===== config.mk =====
export PLATFORM = sky130hd
export DESIGN_NAME = fct_ctrl
export DESIGN_NICKNAME = d
export VERILOG_FILES = /design/src/rtl/core/fct_pkg.sv /design/src/rtl/core/fct_ctrl.sv
export SDC_FILE = /design/constraint.sdc
export NUM_CORES = 1
export LEC_CHECK = 0
export ABC_CLOCK_PERIOD_IN_PS = 1000
export BUFFER_PORTS_ARGS = -buffer_cell sky130_fd_sc_hd__buf_2
export CORE_AREA = 2 2 39 41
export CTS_CLUSTER_SIZE = 8
export DETAILED_ROUTE_END_ITERATION = 10
export DIE_AREA = 0 0 41 43
export SYNTH_ARGS = -nofsm -noshare
export SYNTH_HDL_FRONTEND = slang
export SYNTH_SLANG_ARGS = --single-unit

===== constraint.sdc =====
create_clock -name clk -period 1 [get_ports clk]
set_input_delay 0.25 -clock clk [delete_from_list [all_inputs] [get_ports clk]]
set_output_delay 0.25 -clock clk [all_outputs]
set_load 0.03 [all_outputs]

===== src/rtl/core/fct_pkg.sv =====
// shared types and constants for the frequency count tracker
// no dependencies; used by fct_ctrl, fct_dp and frequency_count_tracker_core
package fct_pkg;

	localparam int NUM_KEYS  = 4096;
	localparam int KEY_W     = 12;
	localparam int CNT_W     = 10;
	localparam int BKT_W     = 13;
	localparam int NUM_BKTS  = 1024;

	localparam logic [CNT_W-1:0] MAX_COUNT = 10'd1023;

	localparam logic [1:0] OP_ADD    = 2'd0;
	localparam logic [1:0] OP_DELETE = 2'd1;
	localparam logic [1:0] OP_QUERY  = 2'd2;

	typedef struct packed {
		logic [1:0]       opcode;
		logic [KEY_W-1:0] key;
		logic [CNT_W-1:0] query_frequency;
	} req_t;

	typedef struct packed {
		logic             found;
		logic [CNT_W-1:0] key_count;
		logic             saturated;
	} rsp_t;

	// controller to datapath
	typedef struct packed {
		logic clr;
		logic accept;
		logic eval;
		logic brd_old;
		logic brd_new;
		logic bwr_old;
		logic bwr_new;
		logic done;
	} cmd_t;

	// datapath to controller
	typedef struct packed {
		logic clr_last;
		logic no_update;
		logic old_nz;
		logic new_nz;
	} stat_t;

endpackage


===== src/rtl/core/fct_ctrl.sv =====
// sequencer for the frequency count tracker: clear sweep, lookup, bucket moves
// depends on fct_pkg
module fct_ctrl (
	input  logic           clk,
	input  logic           arst_n,
	input  logic           start,
	input  fct_pkg::stat_t st,
	output fct_pkg::cmd_t  cmd,
	output logic           busy
);

	localparam logic [2:0] S_CLEAR = 3'd0;
	localparam logic [2:0] S_IDLE  = 3'd1;
	localparam logic [2:0] S_EVAL  = 3'd2;
	localparam logic [2:0] S_BOLD  = 3'd3;
	localparam logic [2:0] S_BNEW  = 3'd4;

	logic [2:0] state_q;
	logic [2:0] state_d;

	assign busy = (state_q != S_IDLE);

	always_comb begin
		cmd     = '0;
		state_d = state_q;
		case (state_q)
			S_CLEAR: begin
				cmd.clr = 1'b1;
				if (st.clr_last) begin
					state_d = S_IDLE;
				end
			end
			S_IDLE: begin
				if (start) begin
					cmd.accept = 1'b1;
					state_d    = S_EVAL;
				end
			end
			S_EVAL: begin
				cmd.eval = 1'b1;
				if (st.no_update) begin
					cmd.done = 1'b1;
					state_d  = S_IDLE;
				end else if (st.old_nz) begin
					cmd.brd_old = 1'b1;
					state_d     = S_BOLD;
				end else begin
					cmd.brd_new = 1'b1;
					state_d     = S_BNEW;
				end
			end
			S_BOLD: begin
				cmd.bwr_old = 1'b1;
				if (st.new_nz) begin
					cmd.brd_new = 1'b1;
					state_d     = S_BNEW;
				end else begin
					cmd.done = 1'b1;
					state_d  = S_IDLE;
				end
			end
			S_BNEW: begin
				cmd.bwr_new = 1'b1;
				cmd.done    = 1'b1;
				state_d     = S_IDLE;
			end
			default: begin
				state_d = S_IDLE;
			end
		endcase
	end

	always_ff @(posedge clk or negedge arst_n) begin
		if (!arst_n) begin
			state_q <= S_CLEAR;
		end else begin
			state_q <= state_d;
		end
	end

endmodule


Yosys cells after proc, flatten, opt, wreduce, memory -nomap -nowiden
Index checks and enable logic that the tools add are counted.

operators by class
  eq/ne operators = 7
  multiplexer cells = 20
  reductions and logical operators = 2

operators by type and width
  operator            count
  $mux 3              5
  $pmux 3 s4          1
  $mux 1              10
  $eq 3x2->1 const B  2
  $mux 2              2
  $ne 2x2->1 const B  2
  $eq 3x1->1 const B  1
  $eq 3x3->1 const B  1
  $logic_not 3->1     1
  $ne 3x1->1 const B  1
  $pmux 1 s3          1
  $pmux 1 s2          1
  $reduce_and 2->1    1

storage, ports and cells
  register bits after elaboration = 3
  input port bits = 7
  output and inout bits = 9

Logic depth before layout (Yosys ltp)
Gate-level depths: netlist of run 1.

  depth in word-level cells = 3
  gate-level depth with buffers = 4

Worst setup path after synthesis of run 1
Ideal clock, no wire load.

  path type = register to output
  start point = reg state_q[2]
  end point = out cmd[4] (netlist name)
  data arrival time = 1,672 ps
  data required time = 750 ps
  path slack = -922 ps
  cell stages (with the launch flop) = 3
  buffers on the path = 0
  path through = dfrtp_1 > nand2b_1 > nor4b_1

RTL lines
  what                    line            RTL
  from (decl)             fct_ctrl.sv:18  logic [2:0] state_q;
  from (signal assigned)  fct_ctrl.sv:77  state_q <= state_d;
  to (decl)               fct_ctrl.sv:8   output fct_pkg::cmd_t cmd,

==> qor.csv, run 1 <==
stage,metric,value,unit
run_status,status,"complete, but fails checks",
run_status,violations,setup timing,
detailed_routing,dr_total_vias,295,
sta,rsz0062_at_grt,yes,
setup_path,cp.arrival,1.25,ns
synthesis,syn_area,214,um2
synthesis,ys_seq_elements,3,
finish,final_cell_mix,"buf_4 (11), buf_6 (9), buf_2 (6), clkbuf_4 (3)",
die,die_h,43,um
setup_path,end_kind,output pin,
sta,slew_headroom,87.8,%
global_route,grt_pass1_vias,286,
clock_network,htreeDepth,1,
finish,fillCellCount,143,
synthesis,synth_cell_type_count,17,
sta,setup_viol,11,
setup_path,worstPathMaxFanout,5,
setup_path,cp.required,0.75,ns
global_route,grt_pass1_wl,1060,um
die,ioPinCount,16,
detailed_routing,viasPerCell,4.10,
pwr,p_per_area,3210,nW/um2
clock_network,cts-root-buf,clkbuf_4,
finish,antennaDiodeCount,0,
worst_hold_path,hp-class,in2reg,
detailed_routing,post_drt_wl_per_cell,9.76,um
setup_path,crit_buf_inv,2,
setup_path,path_cells,inv_2 -> and3_2 -> o21bai_2 -> buf_6,
sta,worst_pin_slew,0.182,ns
sta,max_freq,668,MHz
synthesis,synthCells,26,
sta,skew,0.00253,ns
die,core,1380,um2
setup_path,slowest_stage,dfrtp_2,
setup_path,critPathTopFamily,flip-flops,
sta,finalHoldViolCount,0,
sta,slew_viol_final,0,
pwr,power,1780,uW
clock_network,cts.sinks,3,
setup_path,slowest_delay,0.43,ns
sta,period_share,150,%
finish,mostFrequentLayoutCell,buf_4,
pwr,cellLeakagePower,0.000285,uW
die,start_util,15.5,%
clock_network,clkTransAtPathRegs,0.04,ns
die,row_count,14,
die,die_w,41,um
synthesis,syn_nets,33,
detailed_routing,dr.pass1.iters,2,
global_route,antenna_found_initial,0,
clock_network,cts-buffers-inserted,3,
finish,final_nets,64,
detailed_routing,drt-initial-drc-count,2,
finish,largest_register_ffs,3,
placement,place_congestion,0.711,
finish,syn_to_final_growth,158,%
detailed_routing,drc,0,
global_route,grt_max_degree,6,
synthesis,yosys_warnings,0,
finish,regMostFlops,state_q,
clock_network,clkLatencyLatePin,0.23,ns
setup_path,critPathLaunchType,register,
global_route,grt_usage,9.05,%
finish,utilization,40.0,%
detailed_routing,drtAntennaViolNets,0,
clock_network,cts_tree,built,
synthesis,yosysSeqAreaShare,35.1,%
sta,min_period,1.50,ns
finish,final_cells,72,
synthesis,syn_area_per_cell,8.23,um2
detailed_routing,totalWireLength,703,um
pwr,vdd_drop_max,1060,uV
sta,setup_slack,-0.496,ns
finish,layout-drive-gt1-share,80.4,%
placement,dp.cells,66,
flow_run,maxCapViolCount,0,
global_route,grt_overflow,0,
die,dieArea,1760,um2
setup_path,crit_type,reg2out,
placement,portBuffers,15,
clock_network,clockBufferDepth,2,
finish,largestRegisters,state_q: 3 flops,
-- cell usage after synthesis --
cell type | instances | share of area, %
inv_1 | 2 | 3.5
dfrtp_1 | 3 | 35
nand2b_1 | 1 | 2.9
buf_4 | 1 | 3.5
o31a_2 | 1 | 4.7
nor3_1 | 2 | 4.7
o21bai_1 | 1 | 3.5
a211o_1 | 1 | 4.1
o21ai_0 | 1 | 2.3
nand2_1 | 2 | 3.5
and3_1 | 1 | 2.9
or3_1 | 1 | 2.9
and4bb_2 | 1 | 5.8
nor2_1 | 5 | 8.8
a31oi_1 | 1 | 2.9
nor4b_1 | 1 | 4.1
o211a_1 | 1 | 4.7
-- power breakdown --
group / leakage (uW) / internal [uW] / switching, uW / total (uW)
Clock: 0.0000150 / 149 / 61.0 / 210
Sequential: 0.0000358 / 177 / 85.7 / 262
Combinational: 0.000234 / 652 / 652 / 1300
Total: 0.000285 / 978 / 799 / 1780
-- per-stage QoR --
stage	setup TNS [ns]	area, um2	hold slack [ns]	setup WS (ns)
global placement	-2.28	415	0.0458	-0.289
global route	-4.85	553	0.314	-0.547
CTS	-4.42	528	0.323	-0.512
detailed placement	-2.39	415	0.0469	-0.304
finish	-4.31	553	0.319	-0.496
floorplan	-2.26	256	-0.0456	-0.350
-- cell type report --
cell class	instances	area, um2	area share, %
repair buffers	27	224	40.5
multi-input cells	20	198	35.7
flip-flops and latches	3	77.6	14.0
clock buffers	4	26.3	4.75
well taps	16	20.0	3.62
inverters	2	7.51	1.36
-- cells by family (layout without fill, tap and decap cells) --
group | after synthesis | after routing | share of synthesized area, %
buffers and inverters | 3 | 33 | 7.02
AO/OA/AOI/OAI | 6 | 6 | 22.2
AND/OR/NAND/NOR | 14 | 14 | 35.7
flip-flops | 3 | 3 | 35.1
-- timing repair --
item                                    CTS  global route
hold endpoints to repair                  3             0
pin swaps                                 4             1
endpoints found under the setup margin   11            12
resized for setup                        25             6
hold buffers                              1             0
setup buffers                             0             1
-- worst register-to-register path, delay by kind of cell, from the launching register on --
kind / cells / cell delay [ns]
AO/OA/AOI/OAI: 2 / 0.60
flip-flops: 1 / 0.45
buffers and inverters: 1 / 0.12
-- metal layers --
metal / routed length [um] / GRT usage, %
met1: 265 / 10.0
met2: 401 / 13.8
met3: 36 / 3.14
met4: 0 / 6.00
met5: 0 / 0
-- path summary, 6_finish.rpt --
check	from	depth (start not counted)	endpoint	slack, ns
max	state_q[0]$_DFFE_PN0P_	4	cmd[0]	-0.50
min	start	3	state_q[1]$_DFFE_PN0P_	0.32
max reg2reg	state_q[0]$_DFFE_PN0P_	3	state_q[0]$_DFFE_PN0P_	-0.28
min reg2reg	state_q[2]$_DFFE_PN0P_	2	state_q[1]$_DFFE_PN0P_	0.61
max in group asynchronous	arst_n	2	state_q[1]$_DFFE_PN0P_	0.55
min in group asynchronous	arst_n	2	state_q[0]$_DFFE_PN0P_	0.33
(Power assumes the default switching activity.)
==> run 2, diff against run 1 <==
- ABC_AREA: unset -> 1
==> run 2 against run 1 <==
  * The run still ends with setup timing left
  * Total power rose by 8.7%
  * Register-to-register slack got worse by 0.07 ns
  * First-iteration DRC count rose to 2.5 times the previous value
  * Clock skew barely moved
  * Non-clock buffer count rose by 4
  * Core utilization rose by 4.6 points
  * Die area did not move
  * Critical endpoint unchanged
  * Highest routed layer unchanged
==> qor.csv, run 2 <==
stage,metric,value,unit
detailed_routing,drt-initial-drc-count,5,
detailed_routing,met3_length,55,um
finish,utilization,44.6,%
worst_hold_path,hp-class,in2reg,
sta,setup_slack,-0.540,ns
detailed_routing,drc,0,
synthesis,netlist_top_cells_count,"inv_1 (8), nand2_1 (7), nor2_1 (5)",
detailed_routing,dr_total_vias,367,
finish,multi_input_area,205,um2
synthesis,synth.most_common_cell,inv_1,
finish,fillCellCount,146,
synthesis,ys_async_sr_fraction,100,%
sta,finalHoldViolCount,0,
clock_network,cts-buffers-inserted,3,
sta,rsz0062_at_grt,yes,
global_route,grt_pass1_wl,1360,um
finish,mostFrequentLayoutCell,buf_4,
die,row_count,14,
synthesis,synth_area_leaders,"dfrtp_1 (26%), nor2_4 (12%), inv_1 (10%)",
pwr,power,1930,uW
finish,final_cell_mix,"buf_4 (16), buf_6 (8), inv_1 (6), buf_2 (6)",
synthesis,synth_edf_count,0,
detailed_routing,wl_met1,335,um
synthesis,dominantRegCellSynth,dfrtp_1,
finish,regArea,77.6,um2
sta,period_share,154,%
clock_network,cts-root-buf,clkbuf_4,
setup_path,crit_type,reg2out,
synthesis,yosysSeqAreaShare,26.1,%
synthesis,synth.top_cell.area_share,26.1,%
sta,slew_headroom,86.2,%
setup_path,cp.arrival,1.29,ns
placement,pre_cts_slack,-0.398,ns
detailed_routing,drtAntennaViolNets,0,
finish,syn_to_final_growth,114,%
sta,min_period,1.54,ns
pwr,cellLeakagePower,0.000331,uW
detailed_routing,post_drt_wl_per_cell,9.53,um
run_status,status,"complete, but fails checks",
setup_path,cp.required,0.75,ns
detailed_routing,dr_wl_met2,486,um
finish,layout-drive-gt1-share,71.1,%
detailed_routing,viasPerCell,3.99,
finish,largestRegisters,state_q: 3 flops,
die,dieArea,1760,um2
clock_network,clkTransAtPathRegs,0.04,ns
synthesis,yosys_warnings,0,
placement,dp.cells,82,
clock_network,cts.sinks,3,
die,die_w,41,um
synthesis,syn_nets,49,
detailed_routing,totalWireLength,877,um
die,start_util,20.8,%
sta,skew,0.00284,ns
pwr,p_per_area,3130,nW/um2
pwr,vdd_drop_max,1360,uV
clock_network,htreeDepth,1,
run_status,violations,setup timing,
setup_path,critPathLaunchType,register,
finish,antennaDiodeCount,0,
sta,max_freq,650,MHz
synthesis,synthCells,42,
detailed_routing,dr.pass1.iters,3,
die,core,1380,um2
clock_network,clkLatencyLatePin,0.24,ns
placement,dp_hpwl,629,um
synthesis,syn_area,288,um2
finish,regMostFlops,state_q,
global_route,grt_max_degree,6,
finish,fin_area,617,um2
detailed_routing,highest_layer,met3,
synthesis,yosysTopAreaCell,dfrtp_1,
sta,slew_viol_final,0,
sta,setup_viol,11,
global_route,antenna_found_initial,0,
sta,worst_pin_slew,0.205,ns
flow_run,maxCapViolCount,0,
finish,largest_register_ffs,3,
setup_path,end_kind,output pin,
synthesis,syn_area_per_cell,6.85,um2
finish,final_cells,92,
clock_network,clockBufferDepth,2,
global_route,grt_pass1_vias,322,
placement,portBuffers,15,
clock_network,cts_tree,built,
placement,place_congestion,0.786,
synthesis,ys_seq_elements,3,
finish,final_nets,84,
die,die_h,43,um
placement,placed_area,459,um2
global_route,grt_overflow,0,
global_route,grt_usage,12.2,%
setup_path,worstPathMaxFanout,4,
synthesis,synth_cell_type_count,17,
die,ioPinCount,16,
-- run 2: cell count changes in the layout (fill, tap and decap cells not counted), moves of 2 or more --
cell     before  now
buf_4        11   16
inv_1         1    6
nand2_1       1    5
inv_2         1    4
nand2_2       0    3
nor2_4        2    5
nand3_2       0    2
o21ai_0       0    2
-- run 2: cell families (layout without fill, tap and decap cells) --
logic type / count (synthesis) / count (layout) / synth area share [%]
simple gates: 24 / 24 / 49.1
compound gates: 4 / 4 / 7.83
buf+inv: 11 / 45 / 17.0
flops: 3 / 3 / 26.1
-- run 2: metrics by stage --
stage | TNS (ns) | hold slack, ns
CTS | -4.45 | 0.262
detailed placement | -2.55 | 0.0509
floorplan | -1.86 | -0.0456
finish | -4.47 | 0.264
global placement | -2.34 | 0.0508
global route | -5.18 | 0.285
-- run 2: final timing paths --
kind | startpoint | endpoint | slack (ns) | cells past startpoint
min | st[0] | state_q[2]$_DFFE_PN0P_ | 0.26 | 3
min reg2reg | state_q[1]$_DFFE_PN0P_ | state_q[1]$_DFFE_PN0P_ | 0.69 | 3
max | state_q[2]$_DFFE_PN0P_ | cmd[0] | -0.54 | 5
max in group asynchronous | arst_n | state_q[2]$_DFFE_PN0P_ | 0.54 | 2
max reg2reg | state_q[2]$_DFFE_PN0P_ | state_q[0]$_DFFE_PN0P_ | -0.35 | 9
min in group asynchronous | arst_n | state_q[0]$_DFFE_PN0P_ | 0.33 | 2
-- run 2: worst max-delay path, cell delays in order, from the launching register on --
cell      delay, ns
dfrtp_2        0.45
buf_6          0.14
nor2_4         0.13
nand2_2        0.07
o211ai_1       0.08
buf_4          0.19
-- run 2: metal layers --
metal,track usage (%),vias up
met2,17.5,11
met3,7.85,0
met5,0,-
li1,-,193
met4,6.00,0
met1,13.5,163
-- run 2: what timing repair did --
item                                    CTS  global route
resized for setup                        19             7
endpoints found under the hold margin     3             0
setup buffers                             3             2
endpoints found under the setup margin   11            12
hold buffers                              1             0
pin swaps                                 4             4
-- run 2: power breakdown --
| part | switching, uW | leakage [uW] | internal [uW] |
|---|---|---|---|
| Sequential | 86.3 | 0.0000350 | 178 |
| Combinational | 773 | 0.000281 | 668 |
| Clock | 75.6 | 0.0000150 | 150 |
-- run 2: area by class of cell --
cell class	count	share of cell area (%)
inverters	10	6.09
clock buffers	4	4.26
repair buffers	31	40.6
flip-flops and latches	3	12.6
well taps	16	3.25
multi-input cells	28	33.3
